<file path="src/rtl/uemr_pkg.sv">
package uemr_pkg;

    localparam int RING_DEPTH_DEF = 5;

    localparam int TIME_W = 15;
    localparam int DIST_W = 16;
    localparam int PROD_W = 29;
    localparam int DIST_SHIFT = 13;
    localparam logic [PROD_W-1:0] DIST_MUL = PROD_W'(8992);
    localparam logic [DIST_W-1:0] DIST_SAT = 16'h7FFF;
    localparam logic [DIST_W-1:0] DIST_NONE = 16'hFFFF;

    localparam int LIMIT_W = 15;
    localparam int HIGH_W = 16;
    localparam int CFG_IDX_W = 2;
    localparam int CFG_DATA_W = 16;

    localparam logic [LIMIT_W-1:0] OBSTACLE_LIMIT_RST = 15'd3200;
    localparam logic [LIMIT_W-1:0] VALID_LOW_RST = 15'd128;
    localparam logic [HIGH_W-1:0] VALID_HIGH_RST = 16'd28800;

    typedef enum logic [CFG_IDX_W-1:0] {
        REG_OBSTACLE_LIMIT = 2'd0,
        REG_VALID_LOW      = 2'd1,
        REG_VALID_HIGH     = 2'd2
    } cfg_reg_t;

    typedef enum logic [1:0] {
        CAUSE_NONE       = 2'd0,
        CAUSE_NO_READING = 2'd1,
        CAUSE_STUCK_HIGH = 2'd2,
        CAUSE_STUCK_LOW  = 2'd3
    } cause_t;

    typedef struct packed {
        logic              wr;
        logic              take;
        logic [DIST_W-1:0] distance;
        logic              level;
    } uemr_reading_t;

    typedef struct packed {
        logic [DIST_W-1:0] median;
        logic              up;
        cause_t            why;
    } uemr_status_t;

endpackage

</file>
<file path="src/rtl/uemr_dist.sv">
module uemr_dist
    import uemr_pkg::*;
(
    input  logic [TIME_W-1:0]  echo_time,
    input  logic [LIMIT_W-1:0] valid_low,
    input  logic [HIGH_W-1:0]  valid_high,
    output logic [DIST_W-1:0]  distance,
    output logic               take
);

    logic [PROD_W-1:0] prod;
    logic [DIST_W-1:0] raw;

    assign prod     = PROD_W'(echo_time) * DIST_MUL;
    assign raw      = prod[DIST_SHIFT +: DIST_W];
    assign distance = (raw > DIST_SAT) ? DIST_SAT : raw;
    assign take     = (echo_time != '0) && (distance >= DIST_W'(valid_low)) &&
                      (distance <= valid_high);

endmodule

</file>
<file path="src/rtl/uemr_channel.sv">
module uemr_channel
    import uemr_pkg::*;
#(
    parameter int RING_DEPTH = RING_DEPTH_DEF
) (
    input  logic          aclk,
    input  logic          aresetn,
    input  uemr_reading_t rd,
    output uemr_status_t  status
);

    localparam int SW = (RING_DEPTH > 1) ? $clog2(RING_DEPTH) : 1;
    localparam int MID = RING_DEPTH / 2;

    logic [DIST_W-1:0] ring_reg [RING_DEPTH];
    logic [SW-1:0]     slot_reg;
    logic              filled_reg;
    logic              up_reg;
    cause_t            why_reg;

    logic [SW-1:0]     rank [RING_DEPTH];
    logic [DIST_W-1:0] median;

    always_ff @(posedge aclk) begin
        if (!aresetn) begin
            for (int i = 0; i < RING_DEPTH; i++) begin
                ring_reg[i] <= DIST_NONE;
            end
            slot_reg   <= '0;
            filled_reg <= 1'b0;
            up_reg     <= 1'b0;
            why_reg    <= CAUSE_NO_READING;
        end else if (rd.wr) begin
            if (rd.take) begin
                ring_reg[slot_reg] <= rd.distance;
                slot_reg   <= (slot_reg == SW'(RING_DEPTH - 1)) ? '0 : slot_reg + SW'(1);
                filled_reg <= 1'b1;
                up_reg     <= 1'b1;
                why_reg    <= CAUSE_NONE;
            end else begin
                up_reg     <= 1'b0;
                why_reg    <= rd.level ? CAUSE_STUCK_HIGH : CAUSE_STUCK_LOW;
            end
        end
    end

    // rank each entry, ties broken by position
    always_comb begin
        for (int i = 0; i < RING_DEPTH; i++) begin
            rank[i] = '0;
            for (int j = 0; j < RING_DEPTH; j++) begin
                if (j != i) begin
                    if (($signed(ring_reg[j]) < $signed(ring_reg[i])) ||
                        ((ring_reg[j] == ring_reg[i]) && (j < i))) begin
                        rank[i] = rank[i] + SW'(1);
                    end
                end
            end
        end
        median = DIST_NONE;
        for (int i = 0; i < RING_DEPTH; i++) begin
            if (rank[i] == SW'(MID)) begin
                median = ring_reg[i];
            end
        end
    end

    assign status.median = filled_reg ? median : DIST_NONE;
    assign status.up     = up_reg;
    assign status.why    = why_reg;

endmodule

</file>
<file path="src/rtl/ultrasonic_echo_median_ranger_top.sv">
// Ultrasonic echo ranger: each request carries one echo pulse width and the echo
// level; requests alternate front, rear, front... starting with front after reset.
// The block takes one request per clock cycle while the output side is not stalled and
// delivers one result per request through an input register, a distance stage that
// converts the width, checks the limits and writes the sensor ring, and a result
// register loaded from the median-of-RING_DEPTH rank network of both rings. A stalled
// result holds in the output register while the earlier stages keep filling. Limit
// registers must be written only while the block is idle; the block does not check it.
module ultrasonic_echo_median_ranger_top
    import uemr_pkg::*;
#(
    parameter int RING_DEPTH = RING_DEPTH_DEF
) (
    input  logic                  aclk,
    input  logic                  aresetn,
    input  logic                  cfg_wr_en,
    input  logic [CFG_IDX_W-1:0]  cfg_index,
    input  logic [CFG_DATA_W-1:0] cfg_wr_data,
    input  logic                  s_tvalid,
    output logic                  s_tready,
    // echo_time[14:0], echo_level[15]
    input  logic [15:0]           s_tdata,
    output logic                  m_tvalid,
    input  logic                  m_tready,
    // front_median[15:0], rear_median[31:16], nearest[47:32], farthest[63:48],
    // front_ok[64], rear_ok[65], front_blocked[66], rear_blocked[67],
    // any_blocked[68], front_cause[70:69], rear_cause[72:71], zero pad [79:73]
    output logic [79:0]           m_tdata,
    // was_front[0]
    output logic                  m_tuser
);

    logic [LIMIT_W-1:0] obstacle_limit_reg;
    logic [LIMIT_W-1:0] valid_low_reg;
    logic [HIGH_W-1:0]  valid_high_reg;

    logic               s1_valid_reg;
    logic [TIME_W-1:0]  s1_time_reg;
    logic               s1_level_reg;
    logic               s2_valid_reg;
    logic               s2_front_reg;
    logic               next_is_front_reg;

    logic               out_valid_reg;
    logic [DIST_W-1:0]  front_median_reg;
    logic [DIST_W-1:0]  rear_median_reg;
    logic [DIST_W-1:0]  nearest_reg;
    logic [DIST_W-1:0]  farthest_reg;
    logic               front_ok_reg;
    logic               rear_ok_reg;
    logic               front_blocked_reg;
    logic               rear_blocked_reg;
    cause_t             front_cause_reg;
    cause_t             rear_cause_reg;
    logic               was_front_reg;

    logic               out_move;
    logic               s2_move;
    logic               s1_move;
    logic               s1_fire;
    logic               s2_fire;

    logic [DIST_W-1:0]  distance;
    logic               take;
    uemr_reading_t      front_rd;
    uemr_reading_t      rear_rd;
    uemr_status_t       front_st;
    uemr_status_t       rear_st;

    logic [DIST_W-1:0]  nearest_next;
    logic [DIST_W-1:0]  farthest_next;
    logic               front_blocked_next;
    logic               rear_blocked_next;

    assign out_move = m_tready || !out_valid_reg;
    assign s2_move  = out_move || !s2_valid_reg;
    assign s1_move  = s2_move || !s1_valid_reg;
    assign s_tready = s1_move;
    assign s1_fire  = s1_valid_reg && s2_move;
    assign s2_fire  = s2_valid_reg && out_move;

    always_ff @(posedge aclk) begin
        if (!aresetn) begin
            obstacle_limit_reg <= OBSTACLE_LIMIT_RST;
            valid_low_reg      <= VALID_LOW_RST;
            valid_high_reg     <= VALID_HIGH_RST;
        end else if (cfg_wr_en) begin
            unique case (cfg_index)
                REG_OBSTACLE_LIMIT: obstacle_limit_reg <= cfg_wr_data[LIMIT_W-1:0];
                REG_VALID_LOW:      valid_low_reg      <= cfg_wr_data[LIMIT_W-1:0];
                REG_VALID_HIGH:     valid_high_reg     <= cfg_wr_data[HIGH_W-1:0];
                default: ;
            endcase
        end
    end

    always_ff @(posedge aclk) begin
        if (!aresetn) begin
            s1_valid_reg      <= 1'b0;
            s2_valid_reg      <= 1'b0;
            out_valid_reg     <= 1'b0;
            next_is_front_reg <= 1'b1;
        end else begin
            if (s1_move) begin
                s1_valid_reg <= s_tvalid;
            end
            if (s2_move) begin
                s2_valid_reg <= s1_valid_reg;
            end
            if (out_move) begin
                out_valid_reg <= s2_valid_reg;
            end
            if (s1_fire) begin
                next_is_front_reg <= !next_is_front_reg;
            end
        end
    end

    always_ff @(posedge aclk) begin
        if (s1_move && s_tvalid) begin
            s1_time_reg  <= s_tdata[TIME_W-1:0];
            s1_level_reg <= s_tdata[15];
        end
        if (s1_fire) begin
            s2_front_reg <= next_is_front_reg;
        end
        if (s2_fire) begin
            front_median_reg  <= front_st.median;
            rear_median_reg   <= rear_st.median;
            nearest_reg       <= nearest_next;
            farthest_reg      <= farthest_next;
            front_ok_reg      <= front_st.up;
            rear_ok_reg       <= rear_st.up;
            front_blocked_reg <= front_blocked_next;
            rear_blocked_reg  <= rear_blocked_next;
            front_cause_reg   <= front_st.why;
            rear_cause_reg    <= rear_st.why;
            was_front_reg     <= s2_front_reg;
        end
    end

    uemr_dist u_dist (
        .echo_time  (s1_time_reg),
        .valid_low  (valid_low_reg),
        .valid_high (valid_high_reg),
        .distance   (distance),
        .take       (take)
    );

    always_comb begin
        front_rd.wr       = s1_fire && next_is_front_reg;
        front_rd.take     = take;
        front_rd.distance = distance;
        front_rd.level    = s1_level_reg;
        rear_rd.wr        = s1_fire && !next_is_front_reg;
        rear_rd.take      = take;
        rear_rd.distance  = distance;
        rear_rd.level     = s1_level_reg;
    end

    uemr_channel #(.RING_DEPTH(RING_DEPTH)) u_front (
        .aclk    (aclk),
        .aresetn (aresetn),
        .rd      (front_rd),
        .status  (front_st)
    );

    uemr_channel #(.RING_DEPTH(RING_DEPTH)) u_rear (
        .aclk    (aclk),
        .aresetn (aresetn),
        .rd      (rear_rd),
        .status  (rear_st)
    );

    always_comb begin
        if ($signed(front_st.median) < 0) begin
            nearest_next  = rear_st.median;
            farthest_next = rear_st.median;
        end else if ($signed(rear_st.median) < 0) begin
            nearest_next  = front_st.median;
            farthest_next = front_st.median;
        end else if ($signed(front_st.median) < $signed(rear_st.median)) begin
            nearest_next  = front_st.median;
            farthest_next = rear_st.median;
        end else begin
            nearest_next  = rear_st.median;
            farthest_next = front_st.median;
        end
        front_blocked_next = ($signed(front_st.median) > 0) &&
                             (front_st.median <= DIST_W'(obstacle_limit_reg));
        rear_blocked_next  = ($signed(rear_st.median) > 0) &&
                             (rear_st.median <= DIST_W'(obstacle_limit_reg));
    end

    assign m_tvalid = out_valid_reg;
    assign m_tuser  = was_front_reg;
    assign m_tdata  = {7'b0, rear_cause_reg, front_cause_reg,
                       front_blocked_reg || rear_blocked_reg,
                       rear_blocked_reg, front_blocked_reg, rear_ok_reg, front_ok_reg,
                       farthest_reg, nearest_reg, rear_median_reg, front_median_reg};

    a_side_tag: assert property (@(posedge aclk) disable iff (!aresetn)
        s1_fire |=> (s2_front_reg != next_is_front_reg))
        else $error("sensor tag does not follow alternation");

    a_order: assert property (@(posedge aclk) disable iff (!aresetn)
        m_tvalid |-> ($signed(farthest_reg) >= $signed(nearest_reg)))
        else $error("farthest below nearest");

    a_block_pos: assert property (@(posedge aclk) disable iff (!aresetn)
        (m_tvalid && (front_blocked_reg || rear_blocked_reg)) |->
        (($signed(front_median_reg) > 0) || ($signed(rear_median_reg) > 0)))
        else $error("blocked without a positive median");

    a_ok_cause: assert property (@(posedge aclk) disable iff (!aresetn)
        (m_tvalid && front_ok_reg) |-> (front_cause_reg == CAUSE_NONE))
        else $error("front online with a cause set");

endmodule

</file>
<file path="config.mk">
export PLATFORM = sky130hd
export DESIGN_NAME = ultrasonic_echo_median_ranger_top
export DESIGN_NICKNAME = d
export VERILOG_FILES = /design/src/rtl/uemr_pkg.sv /design/src/rtl/uemr_dist.sv /design/src/rtl/uemr_channel.sv /design/src/rtl/ultrasonic_echo_median_ranger_top.sv
export SDC_FILE = /design/constraint.sdc
export NUM_CORES = 1
export LEC_CHECK = 0
export BUFFER_PORTS_ARGS = -buffer_cell sky130_fd_sc_hd__buf_4
export CORE_MARGIN = 5
export CORE_UTILIZATION = 41
export CTS_CLUSTER_DIAMETER = 150
export DETAILED_ROUTE_END_ITERATION = 10
export GPL_ROUTABILITY_DRIVEN = 0
export PLACE_DENSITY_LB_ADDON = 0.2
export REMOVE_ABC_BUFFERS = 1
export SLEW_MARGIN = 20
export SYNTH_ARGS = -nofsm -noshare
export SYNTH_HDL_FRONTEND = slang
export SYNTH_SLANG_ARGS = --single-unit
</file>
<file path="constraint.sdc">
create_clock -name aclk -period 19.6 [get_ports aclk]
set_input_delay 1.96 -clock aclk [delete_from_list [all_inputs] [get_ports aclk]]
set_output_delay 1.96 -clock aclk [all_outputs]
set_load 0.02 [all_outputs]
</file>
==> impl_metrics.tcl <==
set metrics [dict create \
    grt_antenna_before_repair 1 \
    synth_edf_count 249 \
    core_area_sq_um 61700 \
    reg2reg_slack_ps 10390 \
    intPower_w 0.00152 \
    fp.dieArea_sq_um 67400 \
    async_flop_share_pct 0 \
    routed_via_density 5.77 \
    postCtsSetupBuffers 0 \
    fillCellCount 5904 \
    firstDrtPassIters 6 \
    postRouteAntennaNets 0 \
    rsz0062_at_grt "false" \
    switching_share_pct 40.2 \
    root_buffer "clkbuf_16" \
    start_util_pct 41.4 \
    ir_worst_vdd_mv 0.102 \
    slew_viol_final 0 \
    worstMarginPinSlew_ps 1130 \
    regArea_sq_um 8760 \
    yosys-mux-area-fraction_pct 1.98 \
    rows 91 \
    syn2layout_area_growth_pct 12.0 \
    max_slew_margin_pct 24.7 \
    max_freq_ghz 0.109 \
    cts_buffers 34 \
    arrival_ps 9360 \
    p_per_area_nw_per_um2 88.8 \
    layout.nets 3341 \
    drv_cap 0 \
    die_height_microns 260 \
    ys_seq_elements 313 \
    fin_tns_setup_ps 0 \
    yosys.area_share.simple_pct 15.0 \
    post-dp-hpwl_mm 65.4 \
    critPathSlowestCell "nand4b_1" \
    fin_area_sq_um 28600 \
    synthTopCellsByCount "500 x ha_1, 342 x inv_1, 329 x nand2_1" \
    clk_pin_slew_ps 60 \
    finalWorstSetupSlack_ps 10390 \
    synth_top_family_by_area "adder cells" \
    io_buffers 114 \
    track_usage_pct 23.8 \
    num_vias 21000 \
    cts_tree "yes" \
    syn_area_per_cell_sq_um 9.53 \
    worst-setup-path-type "reg2reg" \
    fin_crit_ps 9210 \
    combPwrFrac_pct 44.8 \
    hp-start "u_front.why_reg[1]$_SDFFE_PN0P_" \
    hold_path.class "reg2reg" \
    drc 0 \
    grt_first_pass_wirelength_mm 124 \
    ys.flop_type "edfxtp_1" \
    cts-htree-levels 2 \
    post_cts_resized 0 \
    clk_path_buf_depth 3 \
    setup_violations 0 \
    leakagePower_nw 12.8 \
    multiInputGateArea_sq_um 15300 \
    place_area_sq_um 27400 \
    min_period_over_period_pct 47.0 \
    worstReg2RegEnd "u_rear.ring_reg[0][7]$_SDFFCE_PN1P_" \
    drtIter0Drc 1835 \
    die_w_microns 260 \
    insertedDiodeCount 0 \
    post-place-ws_ps 10590 \
    rr_startpoint "s1_time_reg[2]$_DFFE_PP_" \
    synth-seq-area-share_pct 34.3 \
    cts.sinks 313 \
    synth.distinct_cells 90 \
    yosysTopAreaCell "edfxtp_1" \
    cp_slowest_stage_delay_ps 600 \
    worstSetupStartpointType "flip-flop" \
    io_pins 122 \
    grt_max_degree 66 \
    fin_skew_ps 19.9 \
    p_seq_share_pct 29.3 \
    cts_hold_buf 0 \
    power_switching_w 0.00102 \
    synth_xor_area_share_pct 0.891 \
    path_max_fanout 16 \
    synth-compound-area-share_pct 15.1 \
    synth_cells 2681 \
    total_power_w 0.00254 \
    clkPwrFrac_pct 25.9 \
    synth_fa_ha_area_share_pct 26.0 \
    holdPathEnd "front_cause_reg[1]$_DFFE_PP_" \
    netlist_area_sq_um 25600 \
    grt_overflow 0 \
    cpMostUsedCell "o21a_1" \
    status "finished clean" \
    hold_depth 0 \
    synth_top_area_share_pct 29.3 \
    yosys_warnings 0 \
    final-hold-violation-count 0 \
    rr_worst_depth 35 \
    yosysMostFrequentCell "ha_1" \
    final_util_pct 46.4 \
    drive_gt1_share_pct 9.05 \
    wire_per_inst_microns 22.7 \
    clkLatencyLatePin_ps 530 \
    synthTopCellsByArea "edfxtp_1 29%, ha_1 24%, inv_1 5.0%" \
    end_kind "flip-flop" \
    wirelength_mm 82.8 \
    grt_pass1_vias 20400 \
    required_ps 19750 \
]
area by class of cell:
type / instances / share of cell area, %
inverters: 343 / 4.50
multi-input cells: 1944 / 53.5
flip-flops and latches: 313 / 30.6
repair buffers: 146 / 3.83
clock inverters: 17 / 0.843
well taps: 837 / 3.66
clock buffers: 44 / 3.10
cells in the final DEF (no fill, tap or decap), types with 56 or more instances in the layout:
| cell | netlist | routed |
|---|---|---|
| inv_1 | 342 | 342 |
| nand4_1 | 83 | 83 |
| o21ai_0 | 94 | 94 |
| ha_1 | 500 | 500 |
| nor2b_1 | 57 | 56 |
| a21oi_1 | 149 | 149 |
| edfxtp_1 | 249 | 249 |
| buf_4 | 12 | 146 |
| a21o_1 | 57 | 57 |
| nor2_1 | 82 | 82 |
| dfxtp_1 | 64 | 64 |
| nand2_1 | 329 | 329 |
| a21boi_0 | 57 | 57 |
stage by stage:
step                      instances  hold slack, ps
after floorplan                2600             400
after global placement         3583             410
after detailed placement       3583             414
after CTS                      3644             435
after global routing           3644             451
final                          3644             433
how the worst max path moves through the flow:
stage               depth (start not counted)                      from                                   end  slack (ps)
floorplan                                  34  s1_time_reg[1]$_DFFE_PP_   u_rear.ring_reg[3][0]$_SDFFCE_PN1P_       11360
global placement                           35  s1_time_reg[1]$_DFFE_PP_   u_rear.ring_reg[0][5]$_SDFFCE_PN1P_       10870
detailed placement                         35  s1_time_reg[2]$_DFFE_PP_  u_front.ring_reg[3][6]$_SDFFCE_PN1P_       10590
CTS                                        35  s1_time_reg[2]$_DFFE_PP_  u_front.ring_reg[3][6]$_SDFFCE_PN1P_       10510
global route                               35  s1_time_reg[1]$_DFFE_PP_   u_rear.ring_reg[0][7]$_SDFFCE_PN1P_        9590
finish                                     35  s1_time_reg[2]$_DFFE_PP_   u_rear.ring_reg[0][7]$_SDFFCE_PN1P_       10390
metal layers:
metal	wire [microns]	vias up	track usage, %
li1	-	9862	-
met3	7170	174	3.91
met4	3100	0	8.01
met2	34700	891	35.8
met1	37800	10100	34.9
met5	0	-	0
power groups by stage:
stage / registers (W) / clock network, W / logic [W]
global route: 0.000746 / 0.000699 / 0.00124
floorplan: 0.000754 / 0 / 0.000654
global placement: 0.000759 / 0 / 0.00111
finish: 0.000745 / 0.000659 / 0.00114
detailed placement: 0.000759 / 0 / 0.00113
CTS: 0.000745 / 0.000672 / 0.00114
cell families after synthesis:
logic type | Yosys count
xor gates and xnor gates | 26
muxes | 50
AOI/OAI and AO/OA | 570
adders and majority gates | 520
DFF | 313
buffers and inverters | 431
and+or+nand+nor | 770
other | 1
worst max-delay path: cells and delay by family, from the launching register on:
kind | cells | cell delay, ps
and+or+nand+nor | 10 | 3010
DFF | 1 | 450
AOI/OAI and AO/OA | 17 | 3370
buffers and inverters | 2 | 90
adders and majority gates | 6 | 1890
(Power assumes the default switching activity.)
